`src/rtl/plg_pkg.sv`:
```
// Shared types and constants for the power limit gain block.
package plg_pkg;

    // Sequencer states, one-hot
    typedef enum logic [8:0] {
        ST_IDLE   = 9'b000000001,
        ST_DECIDE = 9'b000000010,
        ST_REG    = 9'b000000100,
        ST_FBMUL  = 9'b000001000,
        ST_DIV    = 9'b000010000,
        ST_POST   = 9'b000100000,
        ST_UV     = 9'b001000000,
        ST_SCALE  = 9'b010000000,
        ST_FINISH = 9'b100000000
    } state_t;

    // Which quotient the shared divider is producing
    typedef enum logic [1:0] {
        DIV_REGULAR  = 2'd0,
        DIV_FALLBACK = 2'd1,
        DIV_UNDERVOLT = 2'd2
    } div_kind_t;

    // Q1.15 gains
    localparam logic [15:0] Q_ONE      = 16'd32768;
    localparam logic [15:0] GAIN_FLOOR = 16'd655;
    localparam logic [15:0] GAIN_LOCAL = 16'd3277;
    localparam logic [15:0] FB_LOW     = 16'd16384;
    localparam logic [15:0] FB_HIGH    = 16'd26214;
    localparam logic [15:0] OVF_STEP   = 16'd983;
    localparam logic [15:0] OVF_MIN    = 16'd26214;
    localparam logic [15:0] OVF_KNEE   = 16'd27197;

    // Charge levels, 1/300 percent
    localparam logic [14:0] CAP_FULL      = 15'd30000;
    localparam logic [14:0] FLOOR_RESET   = 15'd9000;
    localparam logic [14:0] SPAN_DEFAULT  = 15'd3000;
    localparam logic [14:0] FLOOR_BOOST   = 15'd12000;
    localparam logic [14:0] FLOOR_TOP     = 15'd27000;
    localparam logic [14:0] CAP_TOP_KNEE  = 15'd27900;
    localparam logic [14:0] CAP_BOOST_KNEE = 15'd18000;
    localparam logic [14:0] CAP_IDLE_KNEE = 15'd15000;
    localparam logic [14:0] WINDOW_OFFSET = 15'd6000;

    // Buffer energy, joules
    localparam logic [7:0] BUF_MAX     = 8'd60;
    localparam logic [7:0] BUF_HEALTHY = 8'd40;
    localparam logic [7:0] BUF_BASE    = 8'd10;
    localparam logic [7:0] BUF_STEP    = 8'd20;
    localparam logic [15:0] BUF_SCALE  = 16'd50;

    localparam logic [1:0] BOOST_NONE = 2'd0;
    localparam logic [1:0] BOOST_JUMP = 2'd3;

endpackage

```
`src/rtl/power_limit_gain.sv`:
```
// Power limit gain: window, fallback and under-voltage gain with a shared serial divider.
// The window or fallback gain and the under-voltage factor may each need a quotient from the
// divider. A new item is not taken before the last one is through; s_tready is high only
// while the sequencer is idle, and a finished result may wait in the output register while
// the next item is taken.
// Reset (aresetn low, synchronous): sequencer idle, no result pending, window 9000/3000,
// previous boost 0, over-limit gain 1.0, divider count 0, last under-voltage factor 1.0.
module power_limit_gain
    import plg_pkg::*;
#(
    parameter int DIVIDE_RATIO = 100
) (
    input  logic        aclk,
    input  logic        aresetn,
    input  logic        s_tvalid,
    output logic        s_tready,
    // cap_level[14:0], buffer_energy[22:15], boost_level[24:23], module_offline[25],
    // referee_offline[26], cap_healthy[27], allowed_current[43:28],
    // present_current[59:44], zero[63:60]
    input  logic [63:0] s_tdata,
    output logic        m_tvalid,
    input  logic        m_tready,
    // limit_gain[15:0], undervolt_gain[31:16]
    output logic [31:0] m_tdata
);

    localparam logic [6:0] RATIO = 7'(DIVIDE_RATIO);

    state_t      state_reg, state_next;
    div_kind_t   kind_reg;

    // latched item
    logic [14:0] cap_reg;
    logic [7:0]  buf_reg;
    logic [1:0]  boost_reg;
    logic        mod_off_reg, ref_off_reg, healthy_reg;
    logic [15:0] allowed_reg, present_reg;

    // block state
    logic [14:0] floor_reg, span_reg;
    logic [1:0]  prev_boost_reg;
    logic [15:0] ovf_reg;
    logic [6:0]  fb_div_reg;
    logic [15:0] last_uv_reg;

    // working registers
    logic [15:0] gain_reg, uv_reg;
    logic [15:0] rem_reg, dvd_reg, dsr_reg;
    logic [3:0]  cnt_reg;
    logic        m_tvalid_reg;
    logic [31:0] m_tdata_reg;

    logic        s_xfer;
    logic        out_free;
    logic        regular_mode;
    logic [14:0] cap_in;
    logic [14:0] floor_new;
    logic [14:0] cap_diff;
    logic [6:0]  fb_d;
    logic [7:0]  buf_clamp;
    logic [5:0]  buf_excess;
    logic [21:0] fb_prod;
    logic [31:0] scale_prod;
    logic [16:0] trial_in;
    logic [17:0] trial_diff;
    logic        trial_ge;

    assign s_tready = (state_reg == ST_IDLE);
    assign s_xfer   = s_tvalid && s_tready;
    assign out_free = !m_tvalid_reg || m_tready;
    assign m_tvalid = m_tvalid_reg;
    assign m_tdata  = m_tdata_reg;

    assign cap_in = (s_tdata[14:0] > CAP_FULL) ? CAP_FULL : s_tdata[14:0];
    assign regular_mode = !mod_off_reg && (healthy_reg || buf_reg >= BUF_HEALTHY);

    // window floor for the current boost level
    always_comb begin
        floor_new = floor_reg;
        if (boost_reg == BOOST_JUMP) begin
            floor_new = FLOOR_BOOST;
        end else if (boost_reg != BOOST_NONE) begin
            if (prev_boost_reg == BOOST_NONE) begin
                floor_new = (cap_reg > CAP_BOOST_KNEE) ? cap_reg - WINDOW_OFFSET : FLOOR_BOOST;
            end
        end else if (cap_reg >= CAP_TOP_KNEE) begin
            floor_new = FLOOR_TOP;
        end else begin
            floor_new = (cap_reg > CAP_IDLE_KNEE) ? cap_reg - WINDOW_OFFSET : FLOOR_RESET;
            if (floor_new > FLOOR_TOP) begin
                floor_new = FLOOR_TOP;
            end
        end
    end

    assign cap_diff   = cap_reg - floor_reg;
    assign fb_d       = (fb_div_reg >= RATIO) ? fb_div_reg - RATIO : fb_div_reg;
    assign buf_clamp  = (buf_reg > BUF_MAX) ? BUF_MAX : buf_reg;
    assign buf_excess = 6'(buf_clamp - BUF_BASE);
    assign fb_prod    = 22'(buf_excess) * 22'(ovf_reg);
    assign scale_prod = 32'(gain_reg) * 32'(uv_reg);

    // one restoring divider step
    assign trial_in   = {rem_reg, dvd_reg[15]};
    assign trial_diff = {1'b0, trial_in} - {2'b00, dsr_reg};
    assign trial_ge   = !trial_diff[17];

    // next state
    always_comb begin
        state_next = state_reg;
        unique case (state_reg)
            ST_IDLE:   if (s_xfer) state_next = ST_DECIDE;
            ST_DECIDE: begin
                if (regular_mode)     state_next = ST_REG;
                else if (!ref_off_reg) state_next = ST_FBMUL;
                else                  state_next = ST_UV;
            end
            ST_REG: begin
                if (cap_reg <= floor_reg || span_reg == '0 || cap_diff >= span_reg)
                    state_next = ST_UV;
                else
                    state_next = ST_DIV;
            end
            ST_FBMUL:  state_next = (buf_reg <= BUF_BASE) ? ST_UV : ST_DIV;
            ST_DIV:    if (cnt_reg == 4'hF) state_next = ST_POST;
            ST_POST:   state_next = (kind_reg == DIV_UNDERVOLT) ? ST_SCALE : ST_UV;
            ST_UV: begin
                if (mod_off_reg || present_reg == '0) state_next = ST_FINISH;
                else if (allowed_reg >= present_reg)  state_next = ST_SCALE;
                else                                  state_next = ST_DIV;
            end
            ST_SCALE:  state_next = ST_FINISH;
            ST_FINISH: if (out_free) state_next = ST_IDLE;
            default:   state_next = ST_IDLE;
        endcase
    end

    // control and block state
    always_ff @(posedge aclk) begin
        if (!aresetn) begin
            state_reg      <= ST_IDLE;
            m_tvalid_reg   <= 1'b0;
            floor_reg      <= FLOOR_RESET;
            span_reg       <= SPAN_DEFAULT;
            prev_boost_reg <= BOOST_NONE;
            ovf_reg        <= Q_ONE;
            fb_div_reg     <= '0;
            last_uv_reg    <= Q_ONE;
        end else begin
            state_reg <= state_next;
            if (state_reg == ST_FINISH && out_free) begin
                m_tvalid_reg <= 1'b1;
            end else if (m_tready) begin
                m_tvalid_reg <= 1'b0;
            end
            if (state_reg == ST_DECIDE) begin
                if (regular_mode) begin
                    floor_reg      <= floor_new;
                    prev_boost_reg <= boost_reg;
                    if (boost_reg == BOOST_NONE || boost_reg == BOOST_JUMP ||
                        prev_boost_reg == BOOST_NONE) begin
                        span_reg <= SPAN_DEFAULT;
                    end
                end else if (!ref_off_reg) begin
                    // slow over-limit step, once per divider period
                    if (fb_d == '0 && buf_reg <= BUF_STEP) begin
                        ovf_reg <= (ovf_reg > OVF_KNEE) ? ovf_reg - OVF_STEP : OVF_MIN;
                    end
                    fb_div_reg <= fb_d + 7'd1;
                end
            end
            if (state_reg == ST_SCALE) begin
                last_uv_reg <= uv_reg;
            end
        end
    end

    // datapath
    always_ff @(posedge aclk) begin
        unique case (state_reg)
            ST_IDLE: begin
                if (s_xfer) begin
                    cap_reg     <= cap_in;
                    buf_reg     <= s_tdata[22:15];
                    boost_reg   <= s_tdata[24:23];
                    mod_off_reg <= s_tdata[25];
                    ref_off_reg <= s_tdata[26];
                    healthy_reg <= s_tdata[27];
                    allowed_reg <= s_tdata[43:28];
                    present_reg <= s_tdata[59:44];
                end
            end
            ST_DECIDE: begin
                if (!regular_mode && ref_off_reg) begin
                    gain_reg <= GAIN_LOCAL;
                end
            end
            ST_REG: begin
                if (cap_reg <= floor_reg) begin
                    gain_reg <= GAIN_FLOOR;
                end else if (span_reg == '0 || cap_diff >= span_reg) begin
                    gain_reg <= Q_ONE;
                end else begin
                    // dividend is the charge offset shifted up by 15
                    rem_reg  <= {2'b00, cap_diff[14:1]};
                    dvd_reg  <= {cap_diff[0], 15'd0};
                    dsr_reg  <= {1'b0, span_reg};
                    kind_reg <= DIV_REGULAR;
                    cnt_reg  <= '0;
                end
            end
            ST_FBMUL: begin
                if (buf_reg <= BUF_BASE) begin
                    gain_reg <= FB_LOW;
                end else begin
                    rem_reg  <= {10'd0, fb_prod[21:16]};
                    dvd_reg  <= fb_prod[15:0];
                    dsr_reg  <= BUF_SCALE;
                    kind_reg <= DIV_FALLBACK;
                    cnt_reg  <= '0;
                end
            end
            ST_DIV: begin
                rem_reg <= trial_ge ? trial_diff[15:0] : trial_in[15:0];
                dvd_reg <= {dvd_reg[14:0], trial_ge};
                cnt_reg <= cnt_reg + 4'd1;
            end
            ST_POST: begin
                case (kind_reg)
                    DIV_REGULAR:  gain_reg <= (dvd_reg < GAIN_FLOOR) ? GAIN_FLOOR : dvd_reg;
                    DIV_FALLBACK: begin
                        if (dvd_reg < FB_LOW)       gain_reg <= FB_LOW;
                        else if (dvd_reg > FB_HIGH) gain_reg <= FB_HIGH;
                        else                        gain_reg <= dvd_reg;
                    end
                    default:      uv_reg <= dvd_reg;
                endcase
            end
            ST_UV: begin
                if (allowed_reg >= present_reg) begin
                    uv_reg <= Q_ONE;
                end else begin
                    rem_reg  <= {1'b0, allowed_reg[15:1]};
                    dvd_reg  <= {allowed_reg[0], 15'd0};
                    dsr_reg  <= present_reg;
                    kind_reg <= DIV_UNDERVOLT;
                    cnt_reg  <= '0;
                end
            end
            ST_SCALE: begin
                gain_reg <= scale_prod[30:15];
            end
            ST_FINISH: begin
                if (out_free) begin
                    m_tdata_reg <= {last_uv_reg, gain_reg};
                end
            end
            default: begin
            end
        endcase
    end

    // checks
    a_ovf_range: assert property (@(posedge aclk) disable iff (!aresetn)
        ovf_reg >= OVF_MIN && ovf_reg <= Q_ONE)
        else $error("over-limit gain out of range");

    a_span_fixed: assert property (@(posedge aclk) disable iff (!aresetn)
        span_reg == SPAN_DEFAULT)
        else $error("window span moved");

    a_div_count: assert property (@(posedge aclk) disable iff (!aresetn)
        fb_div_reg <= RATIO)
        else $error("fallback divider beyond ratio");

    a_out_from_finish: assert property (@(posedge aclk) disable iff (!aresetn)
        $rose(m_tvalid_reg) |-> $past(state_reg == ST_FINISH))
        else $error("result raised outside finish");

    a_div_runs: assert property (@(posedge aclk) disable iff (!aresetn)
        (state_reg == ST_DIV && cnt_reg != 4'hF) |=> state_reg == ST_DIV)
        else $error("divider left early");

endmodule

```
`config.mk`:
```
export PLATFORM = sky130hd
export DESIGN_NAME = power_limit_gain
export DESIGN_NICKNAME = d
export VERILOG_FILES = /design/src/rtl/plg_pkg.sv /design/src/rtl/power_limit_gain.sv
export SDC_FILE = /design/constraint.sdc
export NUM_CORES = 1
export LEC_CHECK = 0
export BUFFER_PORTS_ARGS = -buffer_cell sky130_fd_sc_hd__buf_2
export CORE_MARGIN = 4
export CORE_UTILIZATION = 59
export CTS_BUF_LIST = sky130_fd_sc_hd__clkbuf_2 sky130_fd_sc_hd__clkbuf_4 sky130_fd_sc_hd__clkbuf_8
export DETAILED_ROUTE_END_ITERATION = 16
export PLACE_DENSITY = 0.86
export SLEW_MARGIN = 20
export SYNTH_ARGS = -nofsm -noshare
export SYNTH_HDL_FRONTEND = slang
export SYNTH_SLANG_ARGS = --single-unit
```
`constraint.sdc`:
```
create_clock -name aclk -period 5.8 [get_ports aclk]
set_clock_uncertainty 0.1 [all_clocks]
set_input_delay 0.58 -clock aclk [delete_from_list [all_inputs] [get_ports aclk]]
set_output_delay 0.58 -clock aclk [all_outputs]
set_load 0.02 [all_outputs]
```
# After elaboration in Yosys (flattened, before gate mapping)
# Cells that the tools add are included.
# totals
elab_cells,175
regBits,244
output_inout_bits,34
in_bits,68
# classes
bitwise_logic,2
n_eq_ne,27
n_mux,61
n_addsub,8
reduce_logical,35
n_lt_le_gt_ge,17
n_mul,2
# ops
op,count
16-bit 2-to-1 mux,23
16-bit case mux with 4 select lines,2
15-bit 2-to-1 mux,7
9-bit case mux with 9 select lines,1
16-bit case mux with 5 select lines,1
16-bit case mux with 2 select lines,2
16-bit case mux with 3 select lines,1
"15-bit > comparator, second input constant",3
9-bit 2-to-1 mux,4
7-bit 2-to-1 mux,5
"16-bit by 15-bit > comparator with 1-bit output, second input constant",2
16-bit by 16-bit multiplier with 31-bit output,1
6-bit by 16-bit multiplier with 22-bit output,1
"2-bit != test, second input constant",9
17-bit by 16-bit subtractor with 18-bit output,1
16-bit greater-or-equal comparator,1
16-bit logical NOT,1
"16-bit by 10-bit less-than comparator with 1-bit output, second input constant",1
"16-bit by 15-bit less-than comparator with 1-bit output, second input constant",1
4-bit 2-to-1 mux,4
8-bit 2-to-1 mux,2
4-bit case mux with 4 select lines,1
"16-bit by 10-bit subtractor with 16-bit output, second input constant",1
"15-bit by 12-bit greater-or-equal comparator with 1-bit output, second input constant",1
48 further kinds,76

# Logic depth before layout (Yosys ltp)
# Gate-level depths: netlist (run 1).
# logic_depth
word_depth,7
ltp_mapped,24

# Worst setup path after synthesis (run 1)
# No wires, ideal clock.
# synth_path
path_type,register to register
startpoint,register uv_reg[9]
endpoint,"register gain_reg[14], data pin"
setup_ps,264
arrival_time_ps,6021
stages_incl_launch_ff,25
t_required_ps,5436
path_buffers,2
synth_period_minus_slack_ps,6384
slack_ps,-584
cell_sequence,edfxtp_1 clkbuf_1 clkbuf_1 nand2_1 fa_1 inv_1 fa_1 inv_1 fa_1 inv_1 fa_1 fa_1 inv_1 fa_1 inv_1 ha_1 a21o_1 a21oi_1 o21ai_0 a31oi_1 o31ai_1 a221oi_1 o21bai_1 a211oi_1 o31ai_1
# synth_between
elab_chain_cells,2
# synth_lines
item,line_no,rtl
start: declaration,power_limit_gain.sv:47,"logic [15:0] gain_reg, uv_reg;"
start signal: assignment,power_limit_gain.sv:236,default: uv_reg <= dvd_reg;
16-bit by 16-bit multiplier with 31-bit output,power_limit_gain.sv:101,assign scale_prod = 32'(gain_reg) * 32'(uv_reg);
16-bit case mux with 5 select lines,power_limit_gain.sv:180,unique case (state_reg)
end signal: assignment,power_limit_gain.sv:230,DIV_REGULAR: gain_reg <= (dvd_reg < GAIN_FLOOR) ? GAIN_FLOOR : dvd_reg;
end signal: assignment,power_limit_gain.sv:234,else gain_reg <= dvd_reg;
end signal: assignment,power_limit_gain.sv:251,gain_reg <= scale_prod[30:15];
end: declaration,power_limit_gain.sv:47,
# No other way between the ends.
# A chain may end at the register's enable or synchronous reset.

# Worst setup path in the final report (run 1)
# layout_path
startpoint,register uv_reg[6]
endpoint,"register gain_reg[9], data pin"
# The elaborated chain is that of the path after synthesis.

==> results of run 1 <==
[layout make-up]
| class | count | area, µm² | share of cell area (%) |
|---|---|---|---|
| Clock buffer | 55 | 701 | 2.56 |
| Multi-Input combinational cell | 1723 | 15300 | 55.8 |
| Tap cell | 518 | 648 | 2.37 |
| Sequential cell | 244 | 6670 | 24.3 |
| Inverter | 375 | 1410 | 5.14 |
| Timing Repair Buffer | 319 | 2460 | 8.99 |
| Clock inverter | 28 | 214 | 0.781 |
[timing repair]
| item | CTS | global route |
|---|---|---|
| pin swaps | 78 | 82 |
| setup endpoints to repair | 17 | 24 |
| gates resized for setup | 52 | 77 |
| endpoints found under the hold margin | 41 | 0 |
| buffers inserted | 34 | 24 |
| hold buffers | 41 | 0 |
[critical path: stages (launching register included)]
cell and delay [ps]:
edfxtp_1 550, buf_6 220, and2_4 140, fa_1 470, inv_1 150, fa_2 470, fa_2 540, inv_2 40
fa_2 570, fa_1 430, inv_1 110, fa_1 420, inv_1 80, ha_1 210, nor3_2 50, o211ai_1 110
a21oi_2 90, or3_4 450, o31ai_4 360, buf_4 180, a41o_1 240, xnor2_2 150, o211ai_1 170
[logic make-up (layout without fill, tap and decap cells)]
logic type	after synthesis	count (layout)	synth area share [%]
AND/OR/NAND/NOR	806	806	17.2
buffers and inverters	480	777	7.81
adder cells (fa/ha/maj)	437	437	31.7
AO/OA/AOI/OAI	394	394	11.2
flip-flops	244	244	28.7
XOR/XNOR	72	72	2.72
multiplexers	14	14	0.620
[power by group]
group	internal [W]	total (W)	switching, W
clock	0.000904	0.00171	0.000809
combinational	0.00383	0.00815	0.00432
sequential	0.00207	0.00223	0.000160
total	0.00680	0.0121	0.00529
[worst max path at each step]
stage / slack (ps) / cells past startpoint / to / start
CTS: -400 / 24 / gain_reg[14] / gain_reg[7]
finish: -810 / 22 / gain_reg[9] / uv_reg[6]
detailed placement: -560 / 21 / gain_reg[14] / uv_reg[6]
floorplan: -70 / 22 / gain_reg[14] / uv_reg[5]
global placement: -380 / 21 / gain_reg[14] / uv_reg[6]
global route: -870 / 22 / gain_reg[9] / uv_reg[6]
[metal layers]
| layer | global-route usage (%) | part of all wire [%] | up-vias |
|---|---|---|---|
| met5 | 0 | 0 | - |
| met4 | 17.9 | 7.7 | 0 |
| met3 | 5.15 | 7.7 | 422 |
| met2 | 53.9 | 50 | 1128 |
| met1 | 35.1 | 35 | 9454 |
| li1 | - | - | 8645 |
[cell usage after synthesis, types with 23 or more instances]
cell type | instances | area, µm²
inv_1 | 374 | 1400
nand2_1 | 306 | 1150
fa_1 | 251 | 5020
ha_1 | 186 | 2330
edfxtp_1 | 178 | 5350
and2_1 | 168 | 1050
a21oi_1 | 118 | 591
nor2_1 | 117 | 439
clkbuf_1 | 94 | 353
dfxtp_1 | 66 | 1320
o21ai_0 | 43 | 215
xnor2_1 | 42 | 368
nand3_1 | 33 | 165
a21o_1 | 31 | 233
nor3_1 | 31 | 155
o21ai_1 | 30 | 150
xor2_1 | 30 | 263
nand2b_1 | 26 | 163
and3_1 | 23 | 144
[metrics by stage]
stage	worst slack, ps	TNS (ps)
CTS	-401	-3780
floorplan	-66.6	-90.7
global route	-868	-10360
global placement	-385	-3340
finish	-814	-9360
detailed placement	-559	-5290
==> impl_metrics.env, run 1 <==
export IMPL_status="finished, violations left"
export IMPL_violations="negative setup slack"
export IMPL_grt_pass1_vias=20800
export IMPL_start_util_pct=59.9
export IMPL_first_pass_iters=6
export IMPL_dpl_cell_area_um2=25100
export IMPL_clock_sinks=244
export IMPL_drcViolationCount=0
export IMPL_syn_inst=2447
export IMPL_clk_pin_slew_ps=60
export IMPL_io_pin_count=102
export IMPL_crit_type="reg -> reg"
export IMPL_die_area_um2=42600
export IMPL_wl_per_cell_um=20.6
export IMPL_fin_util_pct=70.7
export IMPL_rr_endpoint="gain_reg[9]"
export IMPL_min_path_type="in -> reg"
export IMPL_dp_cells=3088
export IMPL_fin_area_um2=27400
export IMPL_final_cell_mix="inv_1 (352), nand2_1 (295), fa_1 (233)"
export IMPL_end_kind="flip-flop"
export IMPL_cts_buffers_inserted=45
export IMPL_maxSlewHeadroom_pct=30.1
export IMPL_htreeDepth=2
export IMPL_critPathRequiredTime_ps=6040
export IMPL_die_w_um=206
export IMPL_gp_congestion=0.945
export IMPL_syn_to_final_growth_pct=18.1
export IMPL_tightest_slew_ps=1050
export IMPL_synth_edf_count=178
export IMPL_routed_wl_um=67200
export IMPL_hold_ws_ps=37.0
export IMPL_syn_area_per_cell_um2=9.48
export IMPL_synth_distinct_cells=89
export IMPL_finalHoldViolations=0
export IMPL_hold_start="s_tdata[24]"
export IMPL_vdd_drop_max_mv=0.569
export IMPL_whs_endpoint="boost_reg[1]"
export IMPL_finalCritPeriodShare_pct=114
export IMPL_syn_area_um2=23200
export IMPL_cts_tree="built"
export IMPL_ys_flop_type="edfxtp_1"
export IMPL_grt_max_degree=56
export IMPL_final_common_cell="inv_1"
export IMPL_clkLatencyLatePin_ps=650
export IMPL_rsz0062_at_grt="yes"
export IMPL_reg2reg_depth=22
export IMPL_regToRegSetupSlack_ps=-810
export IMPL_power_w=0.0121
export IMPL_portBuffers=97
export IMPL_startpoint_type="flip-flop"
export IMPL_diodes=0
export IMPL_cts_root_buf="clkbuf_8"
export IMPL_maxSlewViolCount=0
export IMPL_cp_arrival_ps=6850
export IMPL_fillers=2699
export IMPL_row_count=72
export IMPL_cts_buffer_depth=3
export IMPL_worst_slack_ps=-814
export IMPL_yosysWarningCount=0
export IMPL_layout_drive_gt1_share_pct=18.1
export IMPL_min_period_ps=6610
export IMPL_hold_depth=1
export IMPL_grt_overflow=0
export IMPL_grt_use_total_pct=30.6
export IMPL_synth_seq_area_share_pct=28.7
export IMPL_synth_net_count=2952
export IMPL_ant_nets=0
export IMPL_instances_no_fill=3262
export IMPL_dpl_hpwl_um=45600
export IMPL_setup_viol_count_final=16
export IMPL_crit_fanout=6
export IMPL_cap_violations=0
export IMPL_drt_iter0_markers=1895
export IMPL_pwr_density_cell_nw_per_um2=441
export IMPL_regToRegStartpoint="uv_reg[6]"
export IMPL_cellLeakagePower_nw=12.2
export IMPL_vias=19600
export IMPL_max_freq_ghz=0.151
export IMPL_core_area_um2=38700
export IMPL_synth_seq_cells=244
export IMPL_grt_pass1_wl_um=104000
export IMPL_antenna_found_initial=0
export IMPL_die_h_um=206
export IMPL_fin_nets=3213
export IMPL_avgViaCountPerCell=6.02
export IMPL_largest_reg_flops=32
export IMPL_async_reset_ff_share_pct=0
Power figures use the tool's default switching activity.
==> inputs of run 2 (changes only) <==
--- a/config.mk
+++ b/config.mk
@@ -6,6 +6,7 @@
 export NUM_CORES = 1
 export LEC_CHECK = 0
 export BUFFER_PORTS_ARGS = -buffer_cell sky130_fd_sc_hd__buf_2
+export CORE_ASPECT_RATIO = 0.8
 export CORE_MARGIN = 4
 export CORE_UTILIZATION = 59
 export CTS_BUF_LIST = sky130_fd_sc_hd__clkbuf_2 sky130_fd_sc_hd__clkbuf_4 sky130_fd_sc_hd__clkbuf_8
==> impl_metrics.env, run 2 (synthesis results as in run 1) <==
export IMPL_pwr_density_cell_nw_per_um2=424
export IMPL_portBuffers=97
export IMPL_fin_nets=3191
export IMPL_cp_common_cell="fa_1"
export IMPL_layout_drive_gt1_share_pct=18.4
export IMPL_clkLatencyLatePin_ps=570
export IMPL_io_pin_count=102
export IMPL_worstSetupStartpoint="uv_reg[9]"
export IMPL_final_cell_mix="inv_1 (353), nand2_1 (303), fa_1 (241)"
export IMPL_die_w_um=230
export IMPL_die_h_um=185
export IMPL_maxSlewHeadroom_pct=30.6
export IMPL_hold_depth=1
export IMPL_regToRegSetupSlack_ps=-560
export IMPL_start_util_pct=60.2
export IMPL_finalCritPeriodShare_pct=110
export IMPL_die_area_um2=42600
export IMPL_grt_pass1_wl_um=101000
export IMPL_crit_type="reg -> reg"
export IMPL_dp_cells=3115
export IMPL_final_common_cell="inv_1"
export IMPL_fin_setup_tns_ps=-5980
export IMPL_rr_endpoint="gain_reg[10]"
export IMPL_grt_max_degree=34
export IMPL_row_count=64
export IMPL_worst_path_stages=22
export IMPL_min_period_ps=6360
export IMPL_cellLeakagePower_nw=12.1
export IMPL_crit_fanout=5
export IMPL_clock_sinks=244
export IMPL_slowest_stage="edfxtp_1"
export IMPL_wl_per_cell_um=19.5
export IMPL_instances_no_fill=3243
export IMPL_dpl_hpwl_um=47400
export IMPL_ant_nets=0
export IMPL_clk_pin_slew_ps=70
export IMPL_gp_congestion=0.950
export IMPL_vdd_drop_max_mv=0.668
export IMPL_status="finished, violations left"
export IMPL_tightest_slew_ps=1040
export IMPL_endpoint="gain_reg[10]"
export IMPL_rsz0062_at_grt="yes"
export IMPL_maxSlewViolCount=0
export IMPL_end_kind="flip-flop"
export IMPL_avgViaCountPerCell=5.92
export IMPL_max_freq_ghz=0.157
export IMPL_grt_use_total_pct=29.5
export IMPL_crit_family="adder cells"
export IMPL_fin_util_pct=70.0
export IMPL_first_pass_iters=6
export IMPL_min_path_type="in -> reg"
export IMPL_regToRegStartpoint="uv_reg[9]"
export IMPL_critPathRequiredTime_ps=5990
export IMPL_slowest_delay_ps=600
export IMPL_cap_violations=0
export IMPL_cp_buffers_inverters=7
export IMPL_dpl_cell_area_um2=25200
export IMPL_setup_viol_count_final=16
export IMPL_largest_reg_flops=32
export IMPL_antenna_found_initial=0
export IMPL_vias=19200
export IMPL_drt_iter0_markers=2058
export IMPL_cts_root_buf="clkbuf_8"
export IMPL_routed_wl_um=63100
export IMPL_cp_arrival_ps=6550
export IMPL_cts_tree="built"
export IMPL_htreeDepth=2
export IMPL_fin_area_um2=26900
export IMPL_drcViolationCount=0
export IMPL_violations="negative setup slack"
export IMPL_core_area_um2=38500
export IMPL_syn_to_final_growth_pct=16.1
export IMPL_finalHoldViolations=0
export IMPL_crit_chain="nand2_2 -> fa_1 -> inv_2 -> fa_1 -> inv_1 -> fa_1 -> inv_2 -> fa_1 -> fa_1 -> inv_1 -> fa_1 -> inv_2 -> ha_4 -> buf_4 -> nand2_2 -> or3_4 -> o31ai_4 -> buf_4 -> a41o_1 -> a21oi_2 -> xor2_1 -> o21ai_1"
export IMPL_grt_overflow=0
export IMPL_reg2reg_depth=22
export IMPL_diodes=0
export IMPL_cts_buffers_inserted=41
export IMPL_startpoint_type="flip-flop"
export IMPL_worst_slack_ps=-564
export IMPL_grt_pass1_vias=19500
export IMPL_cts_buffer_depth=3
==> run 2: cell types whose count changed in the layout (fill, tap and decap cells not counted), sizes merged <==
cell	delta
clkbuf	-2
bufinv	+1
inv	-1
buf	+23
dlygate4sd3	-41
clkinv	-6
clkinvlp	-3
==> run 2: layout make-up <==
type | count | area, µm²
multi-input combinational | 1723 | 15200
fill | 2667 | 11600
sequential | 244 | 6670
timing repair buffer | 301 | 2160
inverter | 375 | 1410
tap | 528 | 661
clock buffer | 53 | 654
clock inverter | 19 | 170
==> run 2: worst min path at each step <==
| stage | start | to | slack [ps] |
|---|---|---|---|
| 2_1_floorplan | last_uv_reg[0] | m_tdata[16] | 310 |
| 3_3_place_gp | last_uv_reg[0] | m_tdata[16] | 320 |
| 3_5_place_dp | last_uv_reg[0] | m_tdata[16] | 320 |
| 4_1_cts | s_tdata[18] | buf_reg[3] | 60 |
| 5_1_grt | s_tdata[27] | healthy_reg | 70 |
| 6_report | s_tdata[18] | buf_reg[3] | 90 |
==> run 2: report_power, final <==
| group | total (W) | internal (W) | leakage [nW] | switching, W |
|---|---|---|---|---|
| logic | 0.00760 | 0.00362 | 9.51 | 0.00398 |
| clock network | 0.00160 | 0.000876 | 0.449 | 0.000726 |
| registers | 0.00224 | 0.00206 | 2.11 | 0.000171 |
==> run 2: what timing repair did <==
action	4_1_cts	5_1_grt
cloned	0	0
buffers inserted	36	20
pin swaps	68	52
gates resized for setup	48	60
hold buffers	0	0
endpoints found under the hold margin	0	0
setup endpoints to repair	16	23
==> run 2: routing by layer <==
layer | vias up | GRT usage, % | routed length, µm | part of all wire (%)
li1 | 8616 | - | - | -
met1 | 9398 | 42.2 | 26300 | 42
met5 | - | 0 | 0 | 0
met3 | 178 | 7.07 | 6620 | 10
met4 | 0 | 7.96 | 2070 | 3.3
met2 | 1016 | 45.7 | 28100 | 45
==> run 2: per-stage QoR <==
stage	hold slack, ps	power, W	setup WS, ps
floorplan	308	0.00623	-66.6
global placement	316	0.00782	-585
detailed placement	322	0.00809	-704
CTS	63.6	0.0103	-427
global route	65.1	0.0121	-688
finish	90.9	0.0114	-564
